[config.mk]
export PLATFORM = sky130hd
export DESIGN_NAME = distinct_prime_factor_count_unit_flat
export DESIGN_NICKNAME = d
export VERILOG_FILES = /design/src/rtl/dpfc_pkg.sv /design/src/rtl/dpfc_if.sv /design/src/rtl/distinct_prime_factor_count_unit.sv /design/src/rtl/dpfc_div.sv /design/src/flat_wrapper.sv
export SDC_FILE = /design/constraint.sdc
export NUM_CORES = 1
export LEC_CHECK = 0
export BUFFER_PORTS_ARGS = -buffer_cell sky130_fd_sc_hd__buf_2
export CORE_UTILIZATION = 45
export DETAILED_ROUTE_END_ITERATION = 16
export PLACE_DENSITY = 0.62
export SKIP_LAST_GASP = 1
export SLEW_MARGIN = 20
export SYNTH_ARGS = -nofsm -noshare
export SYNTH_HDL_FRONTEND = slang
export SYNTH_HIERARCHICAL = 1
export SYNTH_SLANG_ARGS = --single-unit
[constraint.sdc]
create_clock -name clk -period 3.5 [get_ports clk]
set_clock_uncertainty 0.05 [all_clocks]
set_input_delay 0.35 -clock clk [delete_from_list [all_inputs] [get_ports clk]]
set_output_delay 0.35 -clock clk [all_outputs]
set_load 0.02 [all_outputs]
[src/rtl/dpfc_pkg.sv]
// Package with the constants and the sequencer state type of the prime factor counter.
`default_nettype none
package dpfc_pkg;

  localparam int IN_BITS    = 32;
  localparam int COUNT_BITS = 4;

  typedef enum logic [2:0] {
    ST_IDLE,
    ST_CHECK,
    ST_DIV,
    ST_WAIT,
    ST_FINISH
  } state_t;

endpackage
`default_nettype wire

[src/rtl/dpfc_if.sv]
// Valid/ready channel interfaces for the number items and the count items.
`default_nettype none
interface dpfc_num_if;
  logic                         valid;
  logic                         ready;
  logic [dpfc_pkg::IN_BITS-1:0] number;

  modport source (output valid, output number, input ready);
  modport sink (input valid, input number, output ready);
endinterface

interface dpfc_cnt_if;
  logic                            valid;
  logic                            ready;
  logic [dpfc_pkg::COUNT_BITS-1:0] factor_count;

  modport source (output valid, output factor_count, input ready);
  modport sink (input valid, input factor_count, output ready);
endinterface
`default_nettype wire

[src/rtl/distinct_prime_factor_count_unit.sv]
// Top level: counts the distinct prime factors of a number by trial division.
//
//   channel   direction  payload                  handshake
//   operand   in         number [31:0]            valid/ready
//   result    out        factor_count [3:0]       valid/ready
//
// Each trial divisor takes one run of the divider, which produces one quotient bit per cycle.
// An item needs trial divisors up to the square root of the number, fewer when the remainder
// reaches 1; inputs 0 and 1 skip trial division.
// The block takes no new item until the current one is finished.
// A finished count waits in the output register while the next item is accepted.
// Reset is synchronous and clears the sequencer and the output valid.
`default_nettype none
module distinct_prime_factor_count_unit #(
  parameter int NUMBER_BITS = 32
) (
  input wire logic    clk,
  input wire logic    rst,
  dpfc_num_if.sink    operand,
  dpfc_cnt_if.source  result
);
  import dpfc_pkg::*;

  localparam int W  = NUMBER_BITS;
  localparam int DW = (W + 1) / 2 + 2;
  localparam int SW = W + 1;

  state_t state, state_next;

  logic [W-1:0]          n;
  logic [W-1:0]          rem;
  logic [DW-1:0]         d;
  logic [SW-1:0]         sq;
  logic [COUNT_BITS-1:0] cnt;
  logic                  hit;
  logic                  out_valid;
  logic [COUNT_BITS-1:0] out_count;

  logic [W-1:0]  n_in;
  logic          div_start;
  logic          div_done;
  logic [W-1:0]  quo;
  logic [DW-1:0] rmd;
  logic          too_big;
  logic          rem_one;
  logic          rmd_zero;
  logic          out_free;
  logic          take;
  logic          load_out;

  assign n_in     = W'(operand.number);
  assign too_big  = sq > {1'b0, n};
  assign rem_one  = rem == W'(1);
  assign rmd_zero = rmd == '0;
  assign out_free = !out_valid || result.ready;
  assign take     = operand.valid && operand.ready;

  dpfc_div #(
    .NUMBER_BITS(W),
    .DIV_BITS   (DW)
  ) u_div (
    .clk      (clk),
    .rst      (rst),
    .start    (div_start),
    .dividend (rem),
    .divisor  (d),
    .done     (div_done),
    .quotient (quo),
    .remainder(rmd)
  );

  always_comb begin
    state_next = state;
    case (state)
      ST_IDLE: begin
        if (operand.valid) begin
          state_next = (n_in < W'(2)) ? ST_FINISH : ST_CHECK;
        end
      end
      ST_CHECK: begin
        state_next = too_big ? ST_FINISH : ST_DIV;
      end
      ST_DIV: begin
        state_next = ST_WAIT;
      end
      ST_WAIT: begin
        if (div_done) begin
          if (rmd_zero) begin
            state_next = ST_DIV;
          end else if (rem_one) begin
            state_next = ST_FINISH;
          end else begin
            state_next = ST_CHECK;
          end
        end
      end
      ST_FINISH: begin
        if (out_free) begin
          state_next = ST_IDLE;
        end
      end
      default: begin
        state_next = ST_IDLE;
      end
    endcase
  end

  always_comb begin
    operand.ready = 1'b0;
    div_start     = 1'b0;
    load_out      = 1'b0;
    case (state)
      ST_IDLE:   operand.ready = 1'b1;
      ST_DIV:    div_start     = 1'b1;
      ST_FINISH: load_out      = out_free;
      default: begin
        operand.ready = 1'b0;
      end
    endcase
  end

  always_ff @(posedge clk) begin
    if (rst) begin
      state <= ST_IDLE;
    end else begin
      state <= state_next;
    end
  end

  always_ff @(posedge clk) begin
    if (state == ST_IDLE && take) begin
      n   <= n_in;
      rem <= n_in;
      d   <= DW'(2);
      sq  <= SW'(4);
      cnt <= '0;
      hit <= 1'b0;
    end else if (state == ST_CHECK && too_big) begin
      cnt <= cnt + COUNT_BITS'(1);
    end else if (state == ST_WAIT && div_done) begin
      if (rmd_zero) begin
        if (!hit) begin
          cnt <= cnt + COUNT_BITS'(1);
        end
        hit <= 1'b1;
        rem <= quo;
      end else if (!rem_one) begin
        hit <= 1'b0;
        if (d == DW'(2)) begin
          d  <= DW'(3);
          sq <= SW'(9);
        end else begin
          d  <= d + DW'(2);
          sq <= sq + (SW'(d) << 2) + SW'(4);
        end
      end
    end
  end

  always_ff @(posedge clk) begin
    if (rst) begin
      out_valid <= 1'b0;
    end else if (load_out) begin
      out_valid <= 1'b1;
    end else if (result.ready) begin
      out_valid <= 1'b0;
    end
  end

  always_ff @(posedge clk) begin
    if (load_out) begin
      out_count <= cnt;
    end
  end

  assign result.valid        = out_valid;
  assign result.factor_count = out_count;
endmodule
`default_nettype wire

[src/rtl/dpfc_div.sv]
// Restoring divider that produces one quotient bit per cycle.
`default_nettype none
module dpfc_div #(
  parameter int NUMBER_BITS = 32,
  parameter int DIV_BITS    = 18
) (
  input  wire logic                   clk,
  input  wire logic                   rst,
  input  wire logic                   start,
  input  wire logic [NUMBER_BITS-1:0] dividend,
  input  wire logic [DIV_BITS-1:0]    divisor,
  output logic                        done,
  output logic [NUMBER_BITS-1:0]      quotient,
  output logic [DIV_BITS-1:0]         remainder
);
  localparam int CW = $clog2(NUMBER_BITS + 1);

  logic [DIV_BITS-1:0]    acc;
  logic [NUMBER_BITS-1:0] quo;
  logic [DIV_BITS-1:0]    dv;
  logic [CW-1:0]          steps;
  logic                   running;
  logic [DIV_BITS:0]      trial;
  logic [DIV_BITS:0]      diff;
  logic                   fits;

  assign trial = {acc, quo[NUMBER_BITS-1]};
  assign diff  = trial - {1'b0, dv};
  assign fits  = trial >= {1'b0, dv};

  always_ff @(posedge clk) begin
    if (rst) begin
      running <= 1'b0;
      done    <= 1'b0;
      steps   <= '0;
    end else begin
      done <= 1'b0;
      if (start) begin
        running <= 1'b1;
        steps   <= CW'(NUMBER_BITS);
      end else if (running) begin
        steps <= steps - CW'(1);
        if (steps == CW'(1)) begin
          running <= 1'b0;
          done    <= 1'b1;
        end
      end
    end
  end

  always_ff @(posedge clk) begin
    if (start) begin
      acc <= '0;
      quo <= dividend;
      dv  <= divisor;
    end else if (running) begin
      acc <= fits ? diff[DIV_BITS-1:0] : trial[DIV_BITS-1:0];
      quo <= {quo[NUMBER_BITS-2:0], fits};
    end
  end

  assign quotient  = quo;
  assign remainder = acc;
endmodule
`default_nettype wire

[src/flat_wrapper.sv]
// flat-port wrapper written by rule: the top's interface ports become plain ports
module distinct_prime_factor_count_unit_flat import dpfc_pkg::*;
#(
  parameter int NUMBER_BITS = 32
)
  (clk, rst, operand_valid, operand_number, operand_ready, result_valid, result_factor_count, result_ready);
  dpfc_num_if operand_i ();
  dpfc_cnt_if result_i ();
  input wire logic clk;
  input wire logic rst;
  input wire logic [$bits(operand_i.valid)-1:0] operand_valid;
  input wire logic [$bits(operand_i.number)-1:0] operand_number;
  output wire logic [$bits(operand_i.ready)-1:0] operand_ready;
  output wire logic [$bits(result_i.valid)-1:0] result_valid;
  output wire logic [$bits(result_i.factor_count)-1:0] result_factor_count;
  input wire logic [$bits(result_i.ready)-1:0] result_ready;
  assign operand_i.valid = operand_valid;
  assign operand_i.number = operand_number;
  assign operand_ready = operand_i.ready;
  assign result_valid = result_i.valid;
  assign result_factor_count = result_i.factor_count;
  assign result_i.ready = result_ready;
  distinct_prime_factor_count_unit #(.NUMBER_BITS(NUMBER_BITS)) u_core (.clk(clk), .rst(rst), .operand(operand_i), .result(result_i));
endmodule
==> flow_metrics.py <==
metrics = {
    "run_status": {
        "outcome": "finished, final reports clean",
    },
    "critical_path": {
        "slowest_delay_ns": 0.66,
        "critPathTopFamily": "compound AO/OA/AOI/OAI gates",
        "critPathLaunchType": "register",
        "cp.arrival_ns": 3.47,
        "setup.worst_path.class": "reg -> reg",
        "end_kind": "register",
        "critPathMaxFanout": 12,
        "cp_common_cell": "ha_1",
        "cp_num_buf_inv": 1,
        "crit_chain": "ha_1 > ha_1 > inv_1 > fa_1 > nor2b_1 > o31a_1 > o2111ai_2 > nand4b_2 > a2111oi_4 > nor4_1 > o21a_1",
        "worstPathRequired_ns": 3.87,
        "crit_path_top_delay_cell": "a2111oi_4",
    },
    "synthesis": {
        "synth_edf_count": 118,
        "seq_area_frac_synth": 0.469,
        "ys.flop_type": "edfxtp_1",
        "syn_avg_cell_area_sq_um": 10.1,
        "ys_ff_latch": 202,
        "syn_nets": 1232,
        "synth_cell_types": 89,
        "ys_async_sr_fraction": 0,
        "yosys_warnings": 6,
        "synth_cells": 1105,
        "syn_area_sq_um": 11100,
    },
    "routing": {
        "drt_pass1_iterations": 6,
        "num_vias": 8399,
        "met3_length_um": 855,
        "drt_wl_total_um": 25200,
        "met1_length_um": 11900,
        "route.met2.wl_um": 11900,
        "top_layer": "met4",
        "drt_iter0_drc": 507,
        "wire_per_inst_um": 16.6,
        "drc": 0,
        "antenna_left": 0,
        "via_per_inst": 5.55,
    },
    "sta": {
        "drv_slew": 0,
        "min_period_over_period": 0.886,
        "max_freq_mhz": 322,
        "min_period_ns": 3.10,
        "worst_pin_slew_ns": 0.847,
        "final.setup.tns_ns": 0,
        "setup_ws_ns": 0.398,
        "setup_violations": 0,
        "rsz0062_at_grt": "no",
        "finalHoldViolations": 0,
        "maxSlewHeadroom": 0.434,
    },
    "global_route": {
        "antenna_found_initial": 0,
        "track_usage": 0.202,
        "overflow": 0,
        "grt_pass1_vias": 8252,
        "grt_pass1_wl_um": 41900,
        "grt_max_degree": 65,
    },
    "clock_tree": {
        "path_clk_slew_ns": 0.06,
        "cts_post_setup_buffers_inserted": 0,
        "cts_num_sinks": 202,
        "cts_buffer_depth": 3,
        "clk_latency_ns": 0.52,
        "cts_tree": "done",
        "ctsRootBufferMaster": "clkbuf_16",
        "cts.htree.levels": 1,
        "numCtsBuffers": 23,
    },
    "power": {
        "p_total_mw": 7.29,
        "p_leak_nw": 5.23,
        "p_per_area_nw_per_um2": 574,
        "ir_drop_mv": 0.430,
    },
    "die": {
        "die-area_sq_um": 25400,
        "fp.dieH_um": 159,
        "core_sq_um": 24300,
        "start_util": 0.458,
        "core.rowCount": 57,
        "die_w_um": 159,
        "pin_count": 42,
    },
    "layout": {
        "utilization": 0.522,
        "stdcell_count": 1514,
        "syn_to_final_growth_pct": 14.0,
        "multi_input_area_sq_um": 5440,
        "nets": 1300,
        "seq_area_sq_um": 5230,
        "diodes": 0,
        "final_layout_size_suffix_gt1_frac": 0.134,
        "fillers": 2156,
    },
    "placed_design": {
        "place_congestion": 0.859,
        "io_buffers": 41,
        "pre_cts_ws_ns": 0.439,
        "dpl.hpwl_um": 17700,
        "placed_cells": 1444,
    },
    "flow_run": {
        "cap_violations": 0,
    },
    "worst_hold_path": {
        "hold_path.class": "in -> reg",
    },
}
logic make-up after synthesis:
kind of cell    Yosys count  share of synthesized area
xor+xnor                 44                     0.0346
simple gates            415                      0.181
buf+inv                 113                     0.0439
flops                   202                      0.469
fa+ha+maj                91                      0.104
compound gates          205                      0.133
mux                      35                     0.0350
path summary, 6_finish.rpt:
path | startpoint | to | cells after the start | slack [ns]
worst max-delay path | u_core/d[1]$_SDFFE_PP1P_ | u_core/sq[29]$_SDFFE_PP0P_ | 11 | 0.40
worst min-delay path | operand_number[17] | u_core/n[17]$_DFFE_PP_ | 1 | 0.02
worst max register to register | u_core/d[1]$_SDFFE_PP1P_ | u_core/sq[29]$_SDFFE_PP0P_ | 11 | 0.40
worst min register to register | u_core/cnt[3]$_SDFFE_PP0P_ | u_core/result.factor_count[3]$_DFFE_PP_ | 0 | 0.42
cell usage in the layout, fill, tap and decap left out, types with 17 or more instances in the layout:
cell	count
edfxtp_1	118
a21oi_1	56
nand4_1	19
dfxtp_1	84
buf_2	41
nor4_1	28
o21ai_0	24
xnor2_1	22
nor2_1	82
o31ai_1	18
inv_1	69
xor2_1	22
ha_1	89
nand3_1	39
nand2_1	165
nor3_1	17
clkbuf_16	23
mux2_2	32
dlygate4sd3_1	28
sequential cells by signal, summed over array words and instances, names as in the netlist:
| signal | count |
|---|---|
| u_core/u_div/dv | 18 |
| u_core/result.valid | 1 |
| u_core/d | 17 |
| u_core/u_div/steps | 6 |
| u_core/sq | 32 |
| u_core/result.factor_count | 4 |
| u_core/hit | 1 |
| u_core/rem | 32 |
| u_core/u_div/remainder | 18 |
| u_core/cnt | 4 |
| u_core/u_div/running | 1 |
| u_core/u_div/done | 1 |
| u_core/u_div/quotient | 32 |
| u_core/n | 32 |
| u_core/state | 3 |
Yosys cell counts, drive strengths merged, types with 4 or more instances:
cell,instances,area share
ha,89,0.10
or3,5,0.0028
nor3,18,0.0085
edfxtp,118,0.32
a22oi,6,0.0045
xnor2,22,0.017
a311oi,11,0.011
nand2,169,0.058
a2111oi,5,0.0062
inv,69,0.023
nand4,19,0.011
or4,10,0.0067
nand3,40,0.019
mux2,32,0.032
nor2b,6,0.0034
o311ai,4,0.0031
and3,12,0.0067
dfxtp,84,0.15
o211ai,4,0.0031
clkbuf,22,0.0076
a211oi,10,0.0067
buf,20,0.012
a31oi,10,0.0070
nor2,84,0.029
o21ai,31,0.014
nor4,30,0.018
o31ai,18,0.012
xor2,22,0.017
a21oi,58,0.027
o21a,9,0.0061
a21o,12,0.0081
stage by stage:
step	hold WS [ns]	instance area (sq um)
after detailed placement	0.402	11700
after CTS	0.00299	12700
after floorplan	0.369	11100
after global placement	0.401	11700
final	0.0195	12700
after global routing	0.00247	12700
metal layers:
layer / track usage / vias to the layer above
met5: 0 / -
met4: 0.0516 / 0
met3: 0.0247 / 37
met2: 0.345 / 146
met1: 0.272 / 4017
li1: - / 4199
repair_timing:
action                                 4_1_cts  5_1_grt
endpoints found under the hold margin       28        0
gates resized for setup                      0        0
hold buffers                                28        0
final cells by class:
| cell class | count | area share |
|---|---|---|
| clock buffers | 26 | 0.0470 |
| clock inverters | 16 | 0.0121 |
| inverters | 71 | 0.0210 |
| multi-input cells | 790 | 0.428 |
| flip-flops and latches | 202 | 0.411 |
| well taps | 324 | 0.0319 |
| repair buffers | 85 | 0.0487 |
worst reg2reg max path, cell delays in order, from the launching register on:
cell and delay, ns:
dfxtp_1 0.45, ha_1 0.28, ha_1 0.22, inv_1 0.07, fa_1 0.18, nor2b_1 0.07
o31a_1 0.29, o2111ai_2 0.21, nand4b_2 0.20, a2111oi_4 0.66, nor4_1 0.13, o21a_1 0.19
report_power, final:
| part | internal [mW] | leakage, nW | switching (mW) | total (mW) |
|---|---|---|---|---|
| clock network | 1.39 | 0.368 | 1.01 | 2.40 |
| registers | 2.88 | 1.79 | 0.215 | 3.09 |
| logic | 0.726 | 3.07 | 1.07 | 1.80 |
Note: power is estimated with default switching activity, not from simulation.
